[src/rtl/core/gbdc_pkg.sv]
`timescale 1ns / 1ps
`default_nettype none

package gbdc_pkg;

  // Weighted luma sum, 300*r + 590*g + 110*b, peaks at 255000
  localparam int unsigned SUM_W = 18;

  localparam logic [SUM_W-1:0] COEF_R   = 18'd300;
  localparam logic [SUM_W-1:0] COEF_G   = 18'd590;
  localparam logic [SUM_W-1:0] COEF_B   = 18'd110;
  localparam logic [SUM_W-1:0] GRAY_DIV = 18'd1000;

  localparam int unsigned PIX_W  = 8;
  localparam int unsigned PCT_W  = 7;
  localparam int unsigned CFG_IDX_W  = 2;
  localparam int unsigned CFG_DATA_W = 8;

  localparam logic [PIX_W-1:0] PIX_WHITE    = 8'hFF;
  localparam logic [PIX_W-1:0] PIX_BLACK    = 8'h00;
  localparam logic [PIX_W-1:0] ALPHA_OPAQUE = 8'hFF;

  localparam logic [PCT_W-1:0] PCT_SCALE = 7'd100;

  localparam logic [CFG_IDX_W-1:0] REG_BIN_THR = 2'd0;
  localparam logic [CFG_IDX_W-1:0] REG_PCT_THR = 2'd1;

  localparam logic [PIX_W-1:0] BIN_THR_RST = 8'd127;
  localparam logic [PCT_W-1:0] PCT_THR_RST = 7'd50;

  // Smallest weighted sum whose gray level exceeds the threshold: (thr + 1) * 1000
  function automatic logic [SUM_W-1:0] white_limit(input logic [PIX_W-1:0] thr);
    logic [SUM_W-1:0] t;
    t = SUM_W'(thr) + SUM_W'(1);
    return SUM_W'(t * GRAY_DIV);
  endfunction

endpackage

`default_nettype wire

[src/rtl/core/gray_binarize_dark_classifier.sv]
// Channel   Direction  Handshake             Payload
// in_       input      in_valid / in_stall   in_blue, in_green, in_red, in_last_pixel
// out_      output     out_valid / out_stall out_bin_value, out_alpha_out,
//                                            out_verdict_valid, out_nearly_black, out_last_out
// cfg_      input      cfg_valid / cfg_ready cfg_index, cfg_wdata
//
// One pixel per clock while out_stall is low; after the input register each pixel passes the
// binarize, counters, products and output register stages before out_valid rises.
// The threshold compare runs on the weighted sum against a limit precomputed at config write.
// Reset is synchronous active low; it empties the pipeline, clears the counters and loads
// the default thresholds. A stalled output fills the empty stages behind it before in_stall rises.
`timescale 1ns / 1ps
`default_nettype none

module gray_binarize_dark_classifier
  import gbdc_pkg::*;
#(
  parameter int unsigned COUNT_BITS = 24
) (
  input  wire                   clk,
  input  wire                   rst_n,

  input  wire                   in_valid,
  output logic                  in_stall,
  input  wire  [PIX_W-1:0]      in_blue,
  input  wire  [PIX_W-1:0]      in_green,
  input  wire  [PIX_W-1:0]      in_red,
  input  wire                   in_last_pixel,

  output logic                  out_valid,
  input  wire                   out_stall,
  output logic [PIX_W-1:0]      out_bin_value,
  output logic [PIX_W-1:0]      out_alpha_out,
  output logic                  out_verdict_valid,
  output logic                  out_nearly_black,
  output logic                  out_last_out,

  input  wire                   cfg_valid,
  output logic                  cfg_ready,
  input  wire  [CFG_IDX_W-1:0]  cfg_index,
  input  wire  [CFG_DATA_W-1:0] cfg_wdata
);

  localparam int unsigned TOT_W  = COUNT_BITS + 1;
  localparam int unsigned PROD_W = COUNT_BITS + 8;
  localparam logic [COUNT_BITS-1:0] CNT_MAX = {COUNT_BITS{1'b1}};

  // Configuration
  logic [SUM_W-1:0] lim_r;
  logic [PCT_W-1:0] pct_r;

  // Pipeline valids and stage enables
  logic v1_r, v2_r, v3_r, v4_r, out_valid_r;
  logic en1, en2, en3, en4, en_out;

  // Stage 1: pixel
  logic [PIX_W-1:0] b1_r, g1_r, r1_r;
  logic             last1_r;
  logic [SUM_W-1:0] sum1;

  // Stage 2: binarized
  logic white2_r, last2_r;

  // Running counters
  logic [COUNT_BITS-1:0] black_r, white_r;
  logic [COUNT_BITS-1:0] black_inc, white_inc;
  logic [COUNT_BITS-1:0] black_nxt, white_nxt;

  // Stage 3: final counts
  logic                  white3_r, last3_r;
  logic [COUNT_BITS-1:0] black3_r;
  logic [TOT_W-1:0]      total3_r;

  // Stage 4: products
  logic              white4_r, last4_r, nz4_r;
  logic [PROD_W-1:0] black_pct4_r, thr_tot4_r;

  // Output register
  logic             bin_white_r, last_out_r, nearly_black_r;

  assign cfg_ready = 1'b1;

  always_ff @(posedge clk) begin
    if (!rst_n) begin
      lim_r <= white_limit(BIN_THR_RST);
      pct_r <= PCT_THR_RST;
    end else if (cfg_valid && cfg_ready) begin
      case (cfg_index)
        REG_BIN_THR: lim_r <= white_limit(cfg_wdata);
        REG_PCT_THR: pct_r <= cfg_wdata[PCT_W-1:0];
        default: ;
      endcase
    end
  end

  // A stage loads when it is empty or its content moves on
  assign en_out   = !out_valid_r || !out_stall;
  assign en4      = !v4_r || en_out;
  assign en3      = !v3_r || en4;
  assign en2      = !v2_r || en3;
  assign en1      = !v1_r || en2;
  assign in_stall = !en1;

  always_ff @(posedge clk) begin
    if (!rst_n) begin
      v1_r        <= 1'b0;
      v2_r        <= 1'b0;
      v3_r        <= 1'b0;
      v4_r        <= 1'b0;
      out_valid_r <= 1'b0;
    end else begin
      if (en1)    v1_r        <= in_valid;
      if (en2)    v2_r        <= v1_r;
      if (en3)    v3_r        <= v2_r;
      if (en4)    v4_r        <= v3_r;
      if (en_out) out_valid_r <= v4_r;
    end
  end

  // Stage 1
  always_ff @(posedge clk) begin
    if (en1) begin
      b1_r    <= in_blue;
      g1_r    <= in_green;
      r1_r    <= in_red;
      last1_r <= in_last_pixel;
    end
  end

  assign sum1 = SUM_W'(SUM_W'(r1_r) * COEF_R) + SUM_W'(SUM_W'(g1_r) * COEF_G)
              + SUM_W'(SUM_W'(b1_r) * COEF_B);

  // Stage 2
  always_ff @(posedge clk) begin
    if (en2) begin
      white2_r <= (sum1 >= lim_r);
      last2_r  <= last1_r;
    end
  end

  // Saturating counts including the current pixel
  assign black_inc = (black_r == CNT_MAX) ? CNT_MAX : black_r + COUNT_BITS'(1);
  assign white_inc = (white_r == CNT_MAX) ? CNT_MAX : white_r + COUNT_BITS'(1);
  assign black_nxt = white2_r ? black_r : black_inc;
  assign white_nxt = white2_r ? white_inc : white_r;

  always_ff @(posedge clk) begin
    if (!rst_n) begin
      black_r <= '0;
      white_r <= '0;
    end else if (v2_r && en3) begin
      // clear after the last pixel of an image
      black_r <= last2_r ? '0 : black_nxt;
      white_r <= last2_r ? '0 : white_nxt;
    end
  end

  // Stage 3
  always_ff @(posedge clk) begin
    if (en3) begin
      white3_r <= white2_r;
      last3_r  <= last2_r;
      black3_r <= black_nxt;
      total3_r <= TOT_W'(black_nxt) + TOT_W'(white_nxt);
    end
  end

  // Stage 4
  always_ff @(posedge clk) begin
    if (en4) begin
      white4_r     <= white3_r;
      last4_r      <= last3_r;
      nz4_r        <= (total3_r != '0);
      black_pct4_r <= PROD_W'(PROD_W'(black3_r) * PROD_W'(PCT_SCALE));
      thr_tot4_r   <= PROD_W'(PROD_W'(pct_r) * PROD_W'(total3_r));
    end
  end

  // Output register
  always_ff @(posedge clk) begin
    if (en_out) begin
      bin_white_r    <= white4_r;
      last_out_r     <= last4_r;
      nearly_black_r <= last4_r && nz4_r && (black_pct4_r >= thr_tot4_r);
    end
  end

  assign out_valid         = out_valid_r;
  assign out_bin_value     = bin_white_r ? PIX_WHITE : PIX_BLACK;
  assign out_alpha_out     = ALPHA_OPAQUE;
  assign out_verdict_valid = last_out_r;
  assign out_last_out      = last_out_r;
  assign out_nearly_black  = nearly_black_r;

endmodule

`default_nettype wire

[config.mk]
export PLATFORM = sky130hd
export DESIGN_NAME = gray_binarize_dark_classifier
export DESIGN_NICKNAME = d
export VERILOG_FILES = /design/src/rtl/core/gbdc_pkg.sv /design/src/rtl/core/gray_binarize_dark_classifier.sv
export SDC_FILE = /design/constraint.sdc
export NUM_CORES = 1
export LEC_CHECK = 0
export BUFFER_PORTS_ARGS = -buffer_cell sky130_fd_sc_hd__buf_2
export CAP_MARGIN = 20
export CORE_MARGIN = 3
export CORE_UTILIZATION = 35
export DETAILED_ROUTE_END_ITERATION = 8
export PLACE_DENSITY = 0.53
export SKIP_LAST_GASP = 1
export SLEW_MARGIN = 5
export SYNTH_ARGS = -nofsm -noshare
export SYNTH_HDL_FRONTEND = slang
export SYNTH_SLANG_ARGS = --single-unit
[constraint.sdc]
create_clock -name clk -period 15.8 [get_ports clk]
set_input_delay 0.79 -clock clk [delete_from_list [all_inputs] [get_ports clk]]
set_output_delay 0.79 -clock clk [all_outputs]
set_load 0.05 [all_outputs]
==> results of run 1 <==
==> worst register-to-register path: stages, from the launching register on <==
cell and delay, ns:
edfxtp_1 0.50, fa_1 0.60, fa_1 0.43, ha_1 0.29
inv_1 0.05, fa_1 0.53, inv_1 0.04, ha_1 0.35
nand3_1 0.11, o211ai_1 0.11, o41ai_1 0.63, xor2_1 0.18
fa_1 0.54, inv_1 0.04, ha_1 0.38, nor3_1 0.08
nor2_1 0.18, o41ai_4 0.14, o2111ai_1 0.25, a21oi_1 0.12
xnor2_1 0.19, ha_1 0.27, nand4_1 0.13, nor2_1 0.08
a21oi_1 0.14, o2111ai_1 0.12
==> worst paths after layout <==
path	slack [ns]	cells past startpoint	end	start
worst max-delay path	9.09	25	white2_r	g1_r[5]
worst min-delay path	0.40	1	r1_r[2]	in_red[2]
worst min register to register	0.42	0	white4_r	white3_r
worst max register to register	9.09	25	white2_r	g1_r[5]
==> cell usage in the layout (no fill, tap or decap), drive strengths merged, types with 49 or more instances in the layout <==
master and n:
a21o 62, a21oi 145, and2 78, buf 66
dfxtp 75, edfxtp 145, fa 207, ha 361
inv 421, nand2 251, nor2 91, nor2b 49
o21ai 72, xnor2 105, xor2 57
==> area by class of cell <==
type / count / area [sq um]
well taps: 931 / 1165
clock buffers: 36 / 814.5
flip-flops and latches: 220 / 5856
repair buffers: 66 / 387.9
multi-input cells: 1880 / 16640
clock inverters: 15 / 166.4
fillers: 6885 / 42230
inverters: 418 / 1569
==> power by group through the flow <==
stage                     combinational, mW  sequential (mW)  clock [mW]
after global placement                 2.04            0.712           0
after floorplan                        1.65            0.691           0
after detailed placement               2.08            0.713           0
final                                  2.07            0.698       0.681
after CTS                              2.10            0.701       0.705
after global routing                   2.38            0.704       0.723
==> per-layer routing <==
layer	part of all wire	track usage
met1	0.46	0.2075
met2	0.49	0.2745
met3	0.032	0.01617
met4	0.025	0.03932
met5	0	0
==> logic make-up after synthesis <==
family,Yosys count,share of synthesized area
xor+xnor,162,0.05807
fa+ha+maj,568,0.3544
compound gates,473,0.1291
simple gates,656,0.1326
mux,12,0.005018
flops,220,0.2396
other cells,1,0.0001535
buf+inv,502,0.08096
==> metrics by stage <==
stage | util | hold slack [ns]
global route | 0.3864 | 0.3705
CTS | 0.3856 | 0.3566
floorplan | - | 0.4003
detailed placement | 0.3714 | 0.4054
finish | 0.3864 | 0.3955
global placement | 0.3714 | 0.4049
==> flip-flops by register name, summed over array words and instances (netlist names), 7 cells and up <==
register and flops:
thr_tot4_r 32, black_pct4_r 29, total3_r 25, black3_r 24, black_r 24, white_r 24, lim_r 15, b1_r 8
g1_r 8, r1_r 8, pct_r 7
==> results.toml, run 1 <==
[worst_setup_path]
cp-end-kind = "flip-flop"
cp-start-kind = "flip-flop"
cp_top_family = "adder cells"
cp_data_arrival_time_ns = 7.01
path_max_fanout = 5
crit_type = "reg2reg"
critPathBufInv = 3
worst_path_max_delay_cell = "o41ai_1"
cp.required_ns = 16.09
critPathMaxStageDelay_ns = 0.63

[routing]
drtIter0Drc = 859
drc_errors = 0
wl_per_cell_microns = 16.12
antenna_left = 0
totalWireLength_microns = 57480
first_pass_iters = 7
via_per_inst = 4.978
vias = 17753

[layout]
n_antenna_cell = 0
layout.cells.non_filler = 3566
layout.nets = 3222
syn2layout_area_growth_pct = 8.838
post-route-cell-area_sq_um = 26590
drive_gt1_frac = 0.05806

[clock_network]
htreeDepth = 1
cts_hold_buf = 0
numCtsBuffers = 28
cts_root_buf = "clkbuf_16"
cts.sinks = 220
post_cts_buffers = 0
cts.path.max_buffers = 3
cts_resized = 0
clk_latency_ns = 0.58
tritoncts = "done"
cts.clk_slew.worst_paths_ns = 0.06

[placement]
post-place-ws_ns = 9.129
gp_congestion = 0.8781
place_area_sq_um = 25560
io_buffers = 52
place_hpwl_microns = 46350
dp_cells = 3511

[synth]
yosysMostFrequentCell = "inv_1"
syn_avg_cell_area_sq_um = 9.420
ys_top_cells_by_count = "inv_1, ha_1, nand2_1"
synth-edff-count = 145
seq_area_frac_synth = 0.2396
synth_top_area_share = 0.1849
synth_seq_cells = 220
synthArstFlopShare = 0
synth_area_sq_um = 24430
synthFlopType = "edfxtp_1"
synthTopCellsByArea = "ha_1, edfxtp_1, fa_1"
synth.distinct_cells = 83
synthCells = 2594
synth_largest_area_cell = "ha_1"
ys_warn_count = 0

[floorplanning]
initial_core_util = 0.3550
core_sq_um = 68830
rows = 96
io_pins = 62
die_area_sq_um = 73020
die_w_microns = 270.2
die_h_microns = 270.2

[sta]
finalHoldViolCount = 0
max_freq_mhz = 149.0
relSlewSlack = 0.2309
worstMarginPinSlew_ns = 1.152
fin_crit_sh = 0.4248
fin_crit_ns = 6.712
fin_skew_ns = 0.03040
setup_tns_ns = 0
worst_slack_ns = 9.088
slew_viol_final = 0
rsz0062_at_grt = "no"
finalSetupViolCount = 0

[grt]
gr-total-overflow = 0
grt_start_max_net_pins = 66
grt_pass1_vias = 18226
grt_usage = 0.1568
antenna_found_initial = 0
grt_pass1_wl_microns = 94830

[pwr]
vdd_drop_max_v = 0.0002116
p_clk_frac = 0.197
power_leakage_nw = 13.38
switching_power_mw = 1.450
power_density_nw_per_um2 = 129.7
total_power_mw = 3.449
seqPwrFrac = 0.202
intPower_mw = 1.999
p_comb_frac = 0.600
power_switching_share = 0.4205

[worst_hold_path]
hp-class = "in2reg"

[outcome]
status = "complete, no violations"

[flow_run]
cap_violations = 0
No activity file was read; power rests on OpenSTA's default activity.
==> run 2: changes to the inputs <==
--- a/config.mk
+++ b/config.mk
@@ -5,6 +5,7 @@
 export SDC_FILE = /design/constraint.sdc
 export NUM_CORES = 1
 export LEC_CHECK = 0
+export ABC_AREA = 1
 export BUFFER_PORTS_ARGS = -buffer_cell sky130_fd_sc_hd__buf_2
 export CAP_MARGIN = 20
 export CORE_MARGIN = 3
==> constraint.sdc (replaced) <==
create_clock -name clk -period 7 [get_ports clk]
set_input_delay 0.35 -clock clk [delete_from_list [all_inputs] [get_ports clk]]
set_output_delay 0.35 -clock clk [all_outputs]
set_load 0.05 [all_outputs]
==> run 2 against run 1 <==
Against the previous run: first-iteration DRC count rose by 12%; die area rose by 4.7%; global-route usage rose by 0.33 points; clock skew fell by 0.0055 ns; sequential cell count did not move; via count rose by 11%; design area rose by 5.2%; core utilization rose by 0.23 points; hold slack got worse by 0.35 ns; clock-buffer cell count fell by 5; combinational power rose by 150%; critical endpoint unchanged.
==> results.toml, run 2 <==
[synth]
synth_largest_area_cell = "ha_1"
synth_area_sq_um = 25610
ys_top_cells_by_count = "nand2_1, inv_1, ha_1"
synth-edff-count = 145
synthTopCellsByArea = "ha_1, edfxtp_1, fa_1"
ys_warn_count = 0
synth_top_area_share = 0.1763
syn_avg_cell_area_sq_um = 8.017
seq_area_frac_synth = 0.2286
synthFlopType = "edfxtp_1"
yosysMostFrequentCell = "nand2_1"
synthCells = 3195
synthArstFlopShare = 0
synth_seq_cells = 220
synth.distinct_cells = 49

[sta]
slew_viol_final = 0
finalSetupViolCount = 0
fin_crit_ns = 6.426
worst_slack_ns = 0.5737
finalHoldViolCount = 0
holdWs_ns = 0.04947
worstMarginPinSlew_ns = 1.029
fin_skew_ns = 0.02488
max_freq_mhz = 155.6
rsz0062_at_grt = "no"
setup_tns_ns = 0
fin_crit_sh = 0.9180
relSlewSlack = 0.3132

[worst_setup_path]
critPathBufInv = 4
path_max_fanout = 6
cp-start-kind = "flip-flop"
cp-startpoint = "g1_r[6]"
cp_data_arrival_time_ns = 6.86
cp_top_family = "adder cells"
critPathMaxStageDelay_ns = 0.57
worst_path_max_delay_cell = "fa_1"
crit_type = "reg2reg"
r2r_start = "g1_r[6]"
cp-end-kind = "flip-flop"
cp.required_ns = 7.43

[placement]
io_buffers = 52
gp_congestion = 0.8944
post-place-ws_ns = 0.5725
place_area_sq_um = 26770
dp_cells = 4130
place_hpwl_microns = 50110

[clock_network]
tritoncts = "done"
cts.path.max_buffers = 3
cts_root_buf = "clkbuf_16"
numCtsBuffers = 28
htreeDepth = 1
cts.sinks = 220
cts_resized = 0
clk_latency_ns = 0.58
cts.clk_slew.worst_paths_ns = 0.06

[outcome]
status = "complete, no violations"

[layout]
final_cell_mix = "nand2_1, inv_1, ha_1"
n_fill_cell = 7506
final-seq-area_sq_um = 5856
post-route-cell-area_sq_um = 27980
regMostFlops = "thr_tot4_r"
layout.cells.non_filler = 4208
drive_gt1_frac = 0.05341
multi_input_comb_area_sq_um = 17010
final_common_cell = "nand2_1"
n_antenna_cell = 0
reg.largest.list = "thr_tot4_r (32), black_pct4_r (29), total3_r (25)"
final_util = 0.3887
largest_reg_flops = 32
layout.nets = 3844
syn2layout_area_growth_pct = 9.227

[grt]
grt_usage = 0.1601
antenna_found_initial = 1
grt_start_max_net_pins = 65
gr-total-overflow = 0
grt_pass1_vias = 19894
grt_pass1_wl_microns = 101700

[pwr]
total_power_mw = 8.131
power_density_nw_per_um2 = 290.6
vdd_drop_max_v = 0.0004638
power_leakage_nw = 14.65

[routing]
drc_errors = 0
drtIter0Drc = 964
vias = 19742
antenna_left = 0
first_pass_iters = 5
wl_per_cell_microns = 14.47
totalWireLength_microns = 60910
via_per_inst = 4.692

[floorplanning]
initial_core_util = 0.3559
die_h_microns = 276.5
die_w_microns = 276.5
core_sq_um = 71980
die_area_sq_um = 76470
io_pins = 62
rows = 98

[worst_hold_path]
hp-class = "in2reg"
hp-start = "in_valid"

[flow_run]
cap_violations = 0
## run 2: cell types whose count changed in the layout (fill, tap and decap cells not counted), moves of 49 or more
cell     previous run  this run
inv_1             416       622
and2_1             78         2
nor2_1             91       160
nor2b_1            49         0
nand3_1            48       144
a21oi_1           144       214
nand2_1           251       721
xnor2_1           105        45
## run 2: layout make-up
class,instances,area share
multi-input cells,2269,0.6080
inverters,625,0.08385
repair buffers,92,0.02254
clock inverters,21,0.007647
well taps,950,0.04248
flip-flops and latches,220,0.2093
clock buffers,31,0.02616
## run 2: timing repair
item | 4_1_cts | 5_1_grt
endpoints found under the hold margin | 25 | 0
hold buffers | 25 | 0
setup endpoints to repair | 0 | 0
setup buffers | 0 | 0
## run 2: cell families (layout without fill, tap and decap cells)
kind of cell,after synthesis,after routing,share of synthesized area
fa+ha+maj,568,568,0.3381
other cells,1,9,0.0001464
xor+xnor,127,127,0.04343
flops,220,220,0.2286
compound gates,387,387,0.08392
simple gates,1178,1178,0.1970
buf+inv,714,769,0.1088
## run 2: worst register-to-register path, delay by kind of cell, from the launching register on
family	cells	cell delay, ns
AND/OR/NAND/NOR	13	1.31
buffers and inverters	4	0.18
adder cells (fa/ha/maj)	8	3.30
AO/OA/AOI/OAI	5	0.98
flip-flops	1	0.51
## run 2: power by group
group          switching (mW)  leakage, nW  internal [mW]
Sequential             0.0916         2.31           1.49
Combinational            3.09         11.9           1.99
Clock                   0.624        0.465          0.843
## run 2: final timing paths
check	endpoint	slack (ns)	cells past startpoint
setup / recovery	white2_r	0.57	30
hold / removal	v1_r	0.05	2
setup reg to reg	white2_r	0.57	30
hold reg to reg	last4_r	0.41	0
## run 2: per-layer routing
layer,up-vias,GRT usage,part of all wire
li1,10274,-,-
met1,9151,0.2138,0.47
met2,239,0.2770,0.47
met3,76,0.01503,0.025
met4,2,0.04347,0.030
met5,-,0,0.00023
